File: config.mk
export PLATFORM = sky130hd
export DESIGN_NAME = locking_round_robin_switch_allocator_core
export DESIGN_NICKNAME = d
export VERILOG_FILES = /design/src/hw/rtl/lrrsa_pkg.sv /design/src/hw/rtl/lrrsa_ctrl.sv /design/src/hw/rtl/lrrsa_datapath.sv /design/src/hw/rtl/locking_round_robin_switch_allocator_core.sv
export SDC_FILE = /design/constraint.sdc
export NUM_CORES = 1
export LEC_CHECK = 0
export BUFFER_PORTS_ARGS = -buffer_cell sky130_fd_sc_hd__buf_4
export CAP_MARGIN = 10
export CORE_UTILIZATION = 50
export CTS_BUF_LIST = sky130_fd_sc_hd__clkbuf_2
export DETAILED_ROUTE_END_ITERATION = 6
export PLACE_DENSITY = 0.66
export SETUP_SLACK_MARGIN = 0.2
export SLEW_MARGIN = 20
export SYNTH_ARGS = -nofsm -noshare
export SYNTH_HDL_FRONTEND = slang
export SYNTH_SLANG_ARGS = --single-unit
File: constraint.sdc
create_clock -name clk -period 4.69 [get_ports clk]
set_input_delay 0.469 -clock clk [delete_from_list [all_inputs] [get_ports clk]]
set_output_delay 0.469 -clock clk [all_outputs]
set_load 0.02 [all_outputs]
File: src/hw/rtl/lrrsa_pkg.sv
// ----------------------------------------------------------------------------
// lrrsa_pkg
// Shared codes, field widths and the controller-to-datapath command bundle
// for the locking round-robin switch allocator.
// ----------------------------------------------------------------------------
package lrrsa_pkg;

    localparam int ACTION_W  = 2;
    localparam int PORT_W    = 3;
    localparam int CHANNEL_W = 2;
    localparam int COUNT_W   = 5;

    localparam logic [ACTION_W-1:0] ACT_SET   = 2'd0;
    localparam logic [ACTION_W-1:0] ACT_GRANT = 2'd1;
    localparam logic [ACTION_W-1:0] ACT_CLEAR = 2'd2;

    typedef struct packed {
        logic load_in;   // capture the incoming transaction
        logic exec;      // apply the held item and load the result register
    } cmd_t;

endpackage

File: src/hw/rtl/lrrsa_ctrl.sv
// ----------------------------------------------------------------------------
// lrrsa_ctrl
// Sequencer: takes one transaction, runs it through the datapath once the
// result register is free, and owns the result valid flag.
// ----------------------------------------------------------------------------
module lrrsa_ctrl
(
    input  logic            clk,
    input  logic            rst_n,
    input  logic            s_tvalid,
    output logic            s_tready,
    output logic            m_tvalid,
    input  logic            m_tready,
    output lrrsa_pkg::cmd_t cmd
);

    typedef enum logic [0:0] {
        ST_IDLE,
        ST_EXEC
    } state_t;

    state_t state_reg;
    logic   m_tvalid_reg;

    assign s_tready    = (state_reg == ST_IDLE);
    assign m_tvalid    = m_tvalid_reg;
    assign cmd.load_in = s_tvalid && s_tready;
    assign cmd.exec    = (state_reg == ST_EXEC) && (!m_tvalid_reg || m_tready);

    always_ff @(posedge clk or negedge rst_n)
    begin
        if (!rst_n)
        begin
            state_reg    <= ST_IDLE;
            m_tvalid_reg <= 1'b0;
        end
        else
        begin
            case (state_reg)
                ST_IDLE:
                begin
                    if (m_tready)
                    begin
                        m_tvalid_reg <= 1'b0;
                    end
                    if (s_tvalid)
                    begin
                        state_reg <= ST_EXEC;
                    end
                end
                ST_EXEC:
                begin
                    if (cmd.exec)
                    begin
                        m_tvalid_reg <= 1'b1;
                        state_reg    <= ST_IDLE;
                    end
                end
                default:
                begin
                    state_reg <= ST_IDLE;
                end
            endcase
        end
    end

    // an accepted transaction is always followed by an execute cycle
    a_accept_to_exec: assert property (@(posedge clk) disable iff (!rst_n)
        (s_tvalid && s_tready) |=> (state_reg == ST_EXEC))
        else $error("accepted transaction not scheduled");

    // executing always presents a result next cycle
    a_exec_to_result: assert property (@(posedge clk) disable iff (!rst_n)
        cmd.exec |=> m_tvalid)
        else $error("result not presented after execute");

    // a stalled result blocks the next execute
    a_stall_blocks: assert property (@(posedge clk) disable iff (!rst_n)
        (m_tvalid && !m_tready && state_reg == ST_EXEC) |=> (state_reg == ST_EXEC))
        else $error("result overwritten while stalled");

endmodule

File: src/hw/rtl/lrrsa_datapath.sv
// ----------------------------------------------------------------------------
// lrrsa_datapath
// Per-output request vectors, lock and winner state, round-robin picker,
// pending counters and the result register.
// ----------------------------------------------------------------------------
module lrrsa_datapath
#(
    parameter int NUM_PORTS    = 5,
    parameter int NUM_CHANNELS = 4
)
(
    input  logic                                clk,
    input  logic                                rst_n,
    input  lrrsa_pkg::cmd_t                     cmd,
    input  logic [lrrsa_pkg::ACTION_W-1:0]      action,
    input  logic [lrrsa_pkg::PORT_W-1:0]        out_port,
    input  logic [lrrsa_pkg::PORT_W-1:0]        in_port,
    input  logic [lrrsa_pkg::CHANNEL_W-1:0]     in_channel,
    output logic                                grant_valid,
    output logic [lrrsa_pkg::PORT_W-1:0]        grant_port,
    output logic [lrrsa_pkg::CHANNEL_W-1:0]     grant_channel,
    output logic                                no_request_error,
    output logic [lrrsa_pkg::COUNT_W-1:0]       pending_count,
    output logic                                all_idle
);

    localparam int PAIRS = NUM_PORTS * NUM_CHANNELS;
    localparam int BI_W  = $clog2(PAIRS);
    localparam int OP_W  = $clog2(NUM_PORTS);

    typedef struct packed {
        logic                               found;
        logic [BI_W-1:0]                    idx;
        logic [lrrsa_pkg::PORT_W-1:0]       port;
        logic [lrrsa_pkg::CHANNEL_W-1:0]    chan;
    } pick_t;

    // lowest raised bit; pair index p*NUM_CHANNELS+c maps back to (p, c)
    function automatic pick_t first_set(input logic [PAIRS-1:0] v);
        pick_t r;
        r = '0;
        for (int p = NUM_PORTS - 1; p >= 0; p--)
        begin
            for (int c = NUM_CHANNELS - 1; c >= 0; c--)
            begin
                if (v[p * NUM_CHANNELS + c])
                begin
                    r.found = 1'b1;
                    r.idx   = BI_W'(p * NUM_CHANNELS + c);
                    r.port  = lrrsa_pkg::PORT_W'(p);
                    r.chan  = lrrsa_pkg::CHANNEL_W'(c);
                end
            end
        end
        return r;
    endfunction

    // held transaction
    logic [lrrsa_pkg::ACTION_W-1:0]     act_reg;
    logic [lrrsa_pkg::PORT_W-1:0]       op_reg;
    logic [lrrsa_pkg::PORT_W-1:0]       ip_reg;
    logic [lrrsa_pkg::CHANNEL_W-1:0]    ich_reg;

    // per-output state
    logic [PAIRS-1:0]                   request_reg  [NUM_PORTS];
    logic [PAIRS-1:0]                   request_next [NUM_PORTS];
    logic                               locked_reg   [NUM_PORTS];
    logic                               locked_next  [NUM_PORTS];
    logic                               held_reg     [NUM_PORTS];
    logic                               held_next    [NUM_PORTS];
    logic [BI_W-1:0]                    last_reg     [NUM_PORTS];
    logic [BI_W-1:0]                    last_next    [NUM_PORTS];
    logic [lrrsa_pkg::PORT_W-1:0]       wport_reg    [NUM_PORTS];
    logic [lrrsa_pkg::PORT_W-1:0]       wport_next   [NUM_PORTS];
    logic [lrrsa_pkg::CHANNEL_W-1:0]    wchan_reg    [NUM_PORTS];
    logic [lrrsa_pkg::CHANNEL_W-1:0]    wchan_next   [NUM_PORTS];
    logic [lrrsa_pkg::COUNT_W-1:0]      cnt_reg      [NUM_PORTS];
    logic [lrrsa_pkg::COUNT_W-1:0]      cnt_next     [NUM_PORTS];

    // result register
    logic                               gv_reg;
    logic [lrrsa_pkg::PORT_W-1:0]       gp_reg;
    logic [lrrsa_pkg::CHANNEL_W-1:0]    gc_reg;
    logic                               err_reg;
    logic [lrrsa_pkg::COUNT_W-1:0]      pend_reg;
    logic                               idle_reg;

    logic                               gv_next;
    logic [lrrsa_pkg::PORT_W-1:0]       gp_next;
    logic [lrrsa_pkg::CHANNEL_W-1:0]    gc_next;
    logic                               err_next;
    logic [lrrsa_pkg::COUNT_W-1:0]      pend_next;
    logic                               idle_next;

    logic                               op_ok;
    logic [OP_W-1:0]                    op_idx;
    logic [PAIRS-1:0]                   sel_mask;
    logic [PAIRS-1:0]                   row;
    logic [PAIRS-1:0]                   search_mask;
    logic [PAIRS-1:0]                   hi;
    logic                               hit;
    pick_t                              pick;

    assign op_ok  = ({1'b0, op_reg} < 4'(NUM_PORTS));
    assign op_idx = op_ok ? op_reg[OP_W-1:0] : '0;
    assign row    = op_ok ? request_reg[op_idx] : '0;
    assign hit    = |(row & sel_mask);
    assign hi     = row & search_mask;
    assign pick   = (|hi) ? first_set(hi) : first_set(row);

    // one-hot of the addressed pair; an out-of-range pair selects nothing
    always_comb
    begin
        sel_mask = '0;
        for (int p = 0; p < NUM_PORTS; p++)
        begin
            for (int c = 0; c < NUM_CHANNELS; c++)
            begin
                sel_mask[p * NUM_CHANNELS + c] =
                    ({1'b0, ip_reg} == 4'(p)) && ({2'b0, ich_reg} == 4'(c));
            end
        end
    end

    // round robin: first search strictly above the last winner, then wrap
    always_comb
    begin
        for (int i = 0; i < PAIRS; i++)
        begin
            search_mask[i] = !held_reg[op_idx] || (BI_W'(i) > last_reg[op_idx]);
        end
    end

    always_comb
    begin
        request_next = request_reg;
        locked_next  = locked_reg;
        held_next    = held_reg;
        last_next    = last_reg;
        wport_next   = wport_reg;
        wchan_next   = wchan_reg;
        cnt_next     = cnt_reg;
        gv_next      = 1'b0;
        gp_next      = '0;
        gc_next      = '0;
        err_next     = 1'b0;
        pend_next    = '0;
        idle_next    = 1'b1;

        if (cmd.exec && op_ok)
        begin
            case (act_reg)
                lrrsa_pkg::ACT_SET:
                begin
                    request_next[op_idx] = row | sel_mask;
                    if (!hit && (|sel_mask))
                    begin
                        cnt_next[op_idx] = cnt_reg[op_idx] + 5'd1;
                    end
                end
                lrrsa_pkg::ACT_GRANT:
                begin
                    if (locked_reg[op_idx])
                    begin
                        gv_next = 1'b1;
                        gp_next = wport_reg[op_idx];
                        gc_next = wchan_reg[op_idx];
                    end
                    else if (pick.found)
                    begin
                        locked_next[op_idx] = 1'b1;
                        held_next[op_idx]   = 1'b1;
                        last_next[op_idx]   = pick.idx;
                        wport_next[op_idx]  = pick.port;
                        wchan_next[op_idx]  = pick.chan;
                        gv_next             = 1'b1;
                        gp_next             = pick.port;
                        gc_next             = pick.chan;
                    end
                    else
                    begin
                        err_next = 1'b1;
                    end
                end
                lrrsa_pkg::ACT_CLEAR:
                begin
                    locked_next[op_idx]  = 1'b0;
                    request_next[op_idx] = row & ~sel_mask;
                    if (hit)
                    begin
                        cnt_next[op_idx] = cnt_reg[op_idx] - 5'd1;
                    end
                end
                default:
                begin
                end
            endcase
            pend_next = cnt_next[op_idx];
        end

        for (int p = 0; p < NUM_PORTS; p++)
        begin
            if (|request_next[p])
            begin
                idle_next = 1'b0;
            end
        end
    end

    always_ff @(posedge clk or negedge rst_n)
    begin
        if (!rst_n)
        begin
            for (int p = 0; p < NUM_PORTS; p++)
            begin
                request_reg[p] <= '0;
                locked_reg[p]  <= 1'b0;
                held_reg[p]    <= 1'b0;
                last_reg[p]    <= '0;
                wport_reg[p]   <= '0;
                wchan_reg[p]   <= '0;
                cnt_reg[p]     <= '0;
            end
        end
        else
        begin
            request_reg <= request_next;
            locked_reg  <= locked_next;
            held_reg    <= held_next;
            last_reg    <= last_next;
            wport_reg   <= wport_next;
            wchan_reg   <= wchan_next;
            cnt_reg     <= cnt_next;
        end
    end

    always_ff @(posedge clk)
    begin
        if (cmd.load_in)
        begin
            act_reg <= action;
            op_reg  <= out_port;
            ip_reg  <= in_port;
            ich_reg <= in_channel;
        end
        if (cmd.exec)
        begin
            gv_reg   <= gv_next;
            gp_reg   <= gp_next;
            gc_reg   <= gc_next;
            err_reg  <= err_next;
            pend_reg <= pend_next;
            idle_reg <= idle_next;
        end
    end

    assign grant_valid      = gv_reg;
    assign grant_port       = gp_reg;
    assign grant_channel    = gc_reg;
    assign no_request_error = err_reg;
    assign pending_count    = pend_reg;
    assign all_idle         = idle_reg;

endmodule

File: src/hw/rtl/locking_round_robin_switch_allocator_core.sv
// ----------------------------------------------------------------------------
// locking_round_robin_switch_allocator_core
// Round-robin switch allocator with one locking arbiter per output port.
// ----------------------------------------------------------------------------
// Usage:
//   Slave channel carries one command per transaction: s_tuser selects set,
//   grant or clear; s_tdata names the output port and the input port /
//   virtual channel pair. Every command yields exactly one result on the
//   master channel: grant, no-request flag, requests pending at the
//   addressed output and a global idle flag.
//   A grant on an unlocked output picks the next raised pair after the
//   previous winner and locks the output; later grants repeat that winner
//   until any clear on the output unlocks it.
//   The accepted command is held in the input register, and the update/pick
//   stage then loads the result register once it is free. No transaction
//   is taken while one is held: the two-state sequencer loads the input
//   register in the idle state and runs the update/pick stage in execute.
//   A stalled result (m_tready low) holds in the output register; one more
//   transaction is accepted and waits until the result is taken.
//   Reset clears all requests, locks and round-robin pointers at once.
// ----------------------------------------------------------------------------
module locking_round_robin_switch_allocator_core
#(
    parameter int NUM_PORTS    = 5,
    parameter int NUM_CHANNELS = 4
)
(
    input  logic        clk,
    input  logic        rst_n,
    input  logic        s_tvalid,
    output logic        s_tready,
    input  logic [7:0]  s_tdata,   // out_port[2:0], in_port[5:3], in_channel[7:6]
    input  logic [1:0]  s_tuser,   // action[1:0]
    output logic        m_tvalid,
    input  logic        m_tready,
    output logic [15:0] m_tdata    // grant_valid[0], grant_port[3:1], grant_channel[5:4],
                                   // no_request_error[6], pending_count[11:7],
                                   // all_idle[12], zero[15:13]
);

    lrrsa_pkg::cmd_t                     cmd;
    logic                                grant_valid;
    logic [lrrsa_pkg::PORT_W-1:0]        grant_port;
    logic [lrrsa_pkg::CHANNEL_W-1:0]     grant_channel;
    logic                                no_request_error;
    logic [lrrsa_pkg::COUNT_W-1:0]       pending_count;
    logic                                all_idle;

    lrrsa_ctrl u_ctrl
    (
        .clk      (clk),
        .rst_n    (rst_n),
        .s_tvalid (s_tvalid),
        .s_tready (s_tready),
        .m_tvalid (m_tvalid),
        .m_tready (m_tready),
        .cmd      (cmd)
    );

    lrrsa_datapath
    #(
        .NUM_PORTS    (NUM_PORTS),
        .NUM_CHANNELS (NUM_CHANNELS)
    )
    u_datapath
    (
        .clk              (clk),
        .rst_n            (rst_n),
        .cmd              (cmd),
        .action           (s_tuser),
        .out_port         (s_tdata[2:0]),
        .in_port          (s_tdata[5:3]),
        .in_channel       (s_tdata[7:6]),
        .grant_valid      (grant_valid),
        .grant_port       (grant_port),
        .grant_channel    (grant_channel),
        .no_request_error (no_request_error),
        .pending_count    (pending_count),
        .all_idle         (all_idle)
    );

    assign m_tdata = {3'b000, all_idle, pending_count, no_request_error,
                      grant_channel, grant_port, grant_valid};

endmodule

==> results.sh, run 1 <==
export IMPL_yosys_warnings=0
export IMPL_drive_gt1_share_pct=15.75
export IMPL_reg2regPathDepth=12
export IMPL_yosys_most_used_dff="dfrtp_1"
export IMPL_cp_cell_sequence="buf_12 > nand2b_1 > nor2_2 > a2bb2oi_1 > buf_4 > a21oi_1 > a21oi_1 > a311oi_1 > nand4_1 > or4_1 > o21ai_2 > o2bb2ai_1"
export IMPL_pin_count=32
export IMPL_crit_buf_inv=2
export IMPL_drt_pass1_iter_count=6
export IMPL_critPathLaunchType="flip-flop"
export IMPL_die_x_um=157.4
export IMPL_synth_edf_count=23
export IMPL_rr_endpoint="u_datapath.grant_channel[1]"
export IMPL_post_route_util_pct=56.13
export IMPL_rows=56
export IMPL_die_height_um=157.4
export IMPL_synth_top_area_cell="dfrtp_1"
export IMPL_start_util_pct=51.17
export IMPL_r2r_start="u_datapath.op_reg[0]"
export IMPL_p_switching_w=0.004169
export IMPL_setup_viol=0
export IMPL_slew_headroom_pct=35.96
export IMPL_timing_final_crit_share_pct=92.35
export IMPL_grt_pass1_wl_mm=66.57
export IMPL_pre_cts_slack_ps=474.1
export IMPL_cts_sinks=185
export IMPL_core_area_um2=23610
export IMPL_hold_violations=0
export IMPL_fmax_mhz=230.9
export IMPL_grt_max_degree=68
export IMPL_cts_tree="built"
export IMPL_gp_congestion=1.005
export IMPL_critPathRequiredTime_ps=5400
export IMPL_clk_latency_ps=840
export IMPL_die_area_um2=24790
export IMPL_seq_power_share_pct=33.6
export IMPL_vdd_drop_max_v=0.0003085
export IMPL_p_clk_share_pct=11.1
export IMPL_critPathMaxFanout=38
export IMPL_max_stage_delay_ps=640
export IMPL_area_delta_synth_final_pct=9.704
export IMPL_fin_setup_tns_ps=0
export IMPL_avgSynthCellArea_um2=8.617
export IMPL_fin_ws_ps=358.7
export IMPL_crit_type="flip-flop to flip-flop"
export IMPL_reg2reg_setup_slack_ps=360
export IMPL_cts_root_buf="clkbuf_2"
export IMPL_crit_family="simple AND/OR/NAND/NOR gates"
export IMPL_async_flop_share_pct=87.57
export IMPL_crit_path_end_kind="flip-flop"
export IMPL_vias=11900
export IMPL_synth_seq_cells=185
export IMPL_cts_made_buffers=17
export IMPL_cp_arrival_ps=5040
export IMPL_p_int_w=0.004138
export IMPL_drtIter0Drc=1356
export IMPL_ant_nets=0
export IMPL_yosysMostFrequentCell="nor2_1"
export IMPL_post_route_drc_count=0
export IMPL_rsz0062_at_grt="no"
export IMPL_cap_viol_max_count=0
export IMPL_synth_area_leaders="dfrtp_1 34%, a21oi_1 6.5%, nor2_1 6.3%, edfxtp_1 5.7%, mux2_2 3.4%"
export IMPL_synthTopCellsByCount="202 x nor2_1, 162 x dfrtp_1, 156 x a21oi_1"
export IMPL_clkSlewWorstSetupHoldPaths_ps=360
export IMPL_avgRoutedWirePerCell_um=24.32
export IMPL_syn_area_um2=12080
export IMPL_synthCells=1402
export IMPL_min_path_type="primary input to asynchronous set/reset pin"
export IMPL_tightest_slew_ps=958.7
export IMPL_port_buffers=28
export IMPL_slowest_stage="edfxtp_1"
export IMPL_fin_crit_ps=4331
export IMPL_vias_per_cell=6.684
export IMPL_synth_top_area_share_pct=33.55
export IMPL_dpl_hpwl_mm=30.82
export IMPL_yosysSeqAreaShare_pct=39.27
export IMPL_ys_types=100
export IMPL_cts_max_level=4
export IMPL_grt_pass1_vias=11160
export IMPL_drv_slew=0
export IMPL_drt_total_wl_mm=43.30
export IMPL_grt_antenna_before_repair=1
export IMPL_p_sw_share_pct=50.19
export IMPL_power_total_w=0.008306
export IMPL_final_net_count=1463
export IMPL_largest_register_ff_count=100
export IMPL_crit_top_cell="a21oi_1"
export IMPL_combPwrFrac_pct=55.3
export IMPL_p_leak_nw=5.355
export IMPL_status="completed"
export IMPL_grt_util_all_layers_pct=35.94
export IMPL_grt_overflow=0
export IMPL_clock_skew_ps=70.04
export IMPL_power_density_nw_per_um2=626.7
export IMPL_clockBufferDepth=2
==> layer usage <==
layer	global-route usage, %	part of all wire (%)	vias up	wire length [um]
met4	16.78	4.3	0	1848
met5	0	0	-	0
met3	7.985	9.2	146	3998
li1	-	-	5319	-
met1	47.80	41	5727	17880
met2	55.48	45	705	19570
==> power by group through the flow <==
stage	combinational (W)	sequential [W]	clock [W]
after floorplan	0.00302	0.00269	0
after global placement	0.00442	0.00280	0
after detailed placement	0.00444	0.00280	0
after CTS	0.00447	0.00277	0.000924
after global routing	0.00494	0.00286	0.000989
final	0.00459	0.00279	0.000922
==> worst reg2reg max path, cell delays in order, from the launching register on <==
cell and delay, ps:
edfxtp_1 640, buf_12 250, nand2b_1 470, nor2_2 390, a2bb2oi_1 230, buf_4 230
a21oi_1 280, a21oi_1 180, a311oi_1 430, nand4_1 230, or4_1 560, o21ai_2 160
o2bb2ai_1 170
==> final cells by class <==
type,count,area [um2]
diodes,1,2.502
clock buffers,17,85.08
clock inverters,15,197.7
fillers,2186,10360
inverters,22,82.58
multi-input cells,1102,6763
flip-flops and latches,185,4745
well taps,319,399.1
repair buffers,119,979.7
==> timing repair <==
action	CTS	global route
resized for setup	0	1
setup buffers	0	0
endpoints found under the setup margin	0	6
hold buffers	13	0
endpoints found under the hold margin	77	0
==> cells in the final DEF, fill, tap and decap left out, types with 13 or more instances in the layout <==
cell type	count
o22ai_1	13
nand3_1	24
dlygate4sd3_1	13
nand2b_1	50
buf_4	101
dfrtp_1	162
nand2_1	108
o21ai_0	77
a31oi_1	33
o2111ai_1	16
a211oi_1	15
nor3_1	36
nor4_1	31
clkbuf_2	17
nand4_1	20
o211ai_1	19
nor2_1	198
a21oi_1	156
edfxtp_1	23
inv_1	21
mux2_2	37
mux2i_1	40
==> per-stage QoR <==
step	cells	hold slack (ps)	area [um2]
after floorplan	1404	173.4	12090
after global placement	1734	453.0	12830
after detailed placement	1734	455.9	12830
after CTS	1779	112.3	13250
after global routing	1780	123.2	13250
final	1780	107.0	13250
==> how the worst max path moves through the flow <==
stage	cells after the start	from	endpoint	slack (ps)
final	12	u_datapath.op_reg[0]	u_datapath.grant_channel[1]	360
after floorplan	18	u_datapath.op_reg[0]	u_datapath.pending_count[1]	930
after CTS	12	u_datapath.op_reg[0]	u_datapath.grant_channel[0]	380
after global routing	12	u_datapath.op_reg[0]	u_datapath.grant_channel[1]	210
after detailed placement	12	u_datapath.op_reg[0]	u_datapath.grant_channel[0]	470
after global placement	12	u_datapath.op_reg[0]	u_datapath.grant_channel[0]	560
==> kinds of logic after synthesis <==
family	synth area share, %
simple gates	21.55
compound gates	26.34
flops	39.27
buf+inv	4.940
mux	7.229
xor+xnor	0.4350
fa+ha+maj	0.2071
other cells	0.03104
No activity file was read; power rests on OpenSTA's default activity.
==> run 2, diff against run 1 <==
--- a/config.mk
+++ b/config.mk
@@ -10,7 +10,7 @@
 export CORE_UTILIZATION = 50
 export CTS_BUF_LIST = sky130_fd_sc_hd__clkbuf_2
 export DETAILED_ROUTE_END_ITERATION = 6
-export PLACE_DENSITY = 0.66
+export PLACE_DENSITY = 0.65
 export SETUP_SLACK_MARGIN = 0.2
 export SLEW_MARGIN = 20
 export SYNTH_ARGS = -nofsm -noshare
==> results.sh, run 2 (synthesis gave the netlist of run 1 again) <==
export IMPL_status="completed"
export IMPL_min_path_type="primary input to asynchronous set/reset pin"
export IMPL_fin_setup_tns_ps=0
export IMPL_core_area_um2=23610
export IMPL_pin_count=32
export IMPL_cts_max_level=4
export IMPL_start_util_pct=51.17
export IMPL_vias_per_cell=6.554
export IMPL_rsz0062_at_grt="no"
export IMPL_port_buffers=28
export IMPL_cts_root_buf="clkbuf_2"
export IMPL_seqCellArea_um2=4745
export IMPL_grt_overflow=0
export IMPL_final_common_cell="nor2_1"
export IMPL_grt_util_all_layers_pct=36.26
export IMPL_pre_cts_slack_ps=501.7
export IMPL_critPathMaxFanout=22
export IMPL_clockBufferDepth=2
export IMPL_mostFrequentLayoutCells="199 x nor2_1, 162 x dfrtp_1, 156 x a21oi_1"
export IMPL_power_density_nw_per_um2=620.2
export IMPL_die_height_um=157.4
export IMPL_gp_congestion=0.9685
export IMPL_worstSetupEndpoint="u_datapath.grant_channel[0]"
export IMPL_crit_path_end_kind="flip-flop"
export IMPL_p_leak_nw=5.341
export IMPL_grt_pass1_wl_mm=67.28
export IMPL_avgRoutedWirePerCell_um=24.36
export IMPL_drive_gt1_share_pct=15.74
export IMPL_die_area_um2=24790
export IMPL_critPathLaunchType="flip-flop"
export IMPL_timing_final_crit_share_pct=90.89
export IMPL_cap_viol_max_count=0
export IMPL_final_net_count=1464
export IMPL_cts_tree="built"
export IMPL_clock_skew_ps=69.25
export IMPL_n_fill_cell=2236
export IMPL_dpl_hpwl_mm=31.33
export IMPL_rr_endpoint="u_datapath.grant_channel[0]"
export IMPL_drt_total_wl_mm=43.38
export IMPL_fmax_mhz=234.6
export IMPL_critPathRequiredTime_ps=5270
export IMPL_clk_latency_ps=820
export IMPL_ant_nets=0
export IMPL_grt_max_degree=97
export IMPL_vias=11670
export IMPL_tightest_slew_ps=962.2
export IMPL_grt_antenna_before_repair=1
export IMPL_largest_register_ff_count=100
export IMPL_post_cts_buffers=0
export IMPL_die_x_um=157.4
export IMPL_post_route_drc_count=0
export IMPL_rows=56
export IMPL_drt_pass1_iter_count=6
export IMPL_reg2regPathDepth=13
export IMPL_cts_made_buffers=17
export IMPL_cts_sinks=185
export IMPL_vdd_drop_max_v=0.0002787
export IMPL_cp_arrival_ps=4840
export IMPL_area_delta_synth_final_pct=9.217
export IMPL_grt_pass1_vias=11150
export IMPL_setup_viol=0
export IMPL_fin_crit_ps=4263
export IMPL_fin_ws_ps=427.3
export IMPL_hold_violations=0
export IMPL_slew_headroom_pct=35.78
export IMPL_clkSlewWorstSetupHoldPaths_ps=310
export IMPL_crit_type="flip-flop to flip-flop"
export IMPL_critPathLaunch="u_datapath.op_reg[0]"
export IMPL_r2r_start="u_datapath.op_reg[0]"
export IMPL_drtIter0Drc=1476
export IMPL_drv_slew=0
export IMPL_multi_input_area_um2=6758
export IMPL_reg2reg_setup_slack_ps=430
==> run 2: changes by cell type in the layout (fill, tap and decap cells not counted), sizes merged <==
cell	previous run	this run
inv	26	28
clkinv	11	7
buf	106	107
clkbuf	17	18
clkinvlp	0	1
==> run 2: routing by layer <==
metal | global-route usage (%) | wire (um)
met1 | 47.99 | 18170
met2 | 58.53 | 19900
met3 | 5.644 | 3393
met4 | 16.04 | 1915
met5 | 0 | 0
==> run 2: how the worst min path moves through the flow <==
stage                                      end  cells past startpoint                   start
finish                  u_datapath.cnt_reg[13]                      2                   rst_n
global route             u_datapath.ich_reg[0]                      2              s_tdata[6]
CTS                 u_datapath.request_reg[48]                      2                   rst_n
floorplan           asynchronous set/reset pin                      0                   rst_n
global placement        u_datapath.held_reg[0]                      1  u_datapath.held_reg[0]
detailed placement      u_datapath.held_reg[3]                      1  u_datapath.held_reg[3]
==> run 2: repair_timing <==
item / CTS / global route
hold buffers: 13 / 0
endpoints found under the setup margin: 0 / 7
hold endpoints to repair: 106 / 0
gates resized for setup: 0 / 1
==> run 2: critical path, cell delays in order, from the launching register on <==
cell and delay (ps):
edfxtp_1 670, buf_4 380, mux2_2 380, o22ai_1 200
a2bb2oi_1 620, buf_4 260, o211ai_1 140, a221oi_1 570
nor3_1 180, nand4_1 180, nor3b_1 70, buf_4 160
a31oi_1 140, o21ai_0 100
==> run 2: stage by stage <==
| stage | util [%] | hold WS [ps] | instance area [um2] | cells | total power [W] |
|---|---|---|---|---|---|
| floorplan | - | 173.4 | 12090 | 1404 | 0.005705 |
| global placement | 54.27 | 453.2 | 12810 | 1735 | 0.007209 |
| detailed placement | 54.27 | 453.7 | 12810 | 1735 | 0.007240 |
| CTS | 55.86 | 261.1 | 13190 | 1780 | 0.008084 |
| global route | 55.88 | 273.1 | 13200 | 1781 | 0.008679 |
| finish | 55.88 | 260.8 | 13200 | 1781 | 0.008184 |
==> run 2: report_power, final <==
part	internal, W	switching [W]
clock	0.000180	0.000663
sequential	0.00230	0.000508
combinational	0.00161	0.00292
total	0.00409	0.00409
==> run 2: area by class of cell <==
| class | instances | share of cell area, % |
|---|---|---|
| Antenna cell | 1 | 0.01896 |
| Clock buffer | 18 | 0.6827 |
| Clock inverter | 14 | 1.185 |
| Inverter | 22 | 0.6258 |
| Multi-Input combinational cell | 1102 | 51.21 |
| Sequential cell | 185 | 35.96 |
| Tap cell | 319 | 3.025 |
| Timing Repair Buffer | 120 | 7.292 |
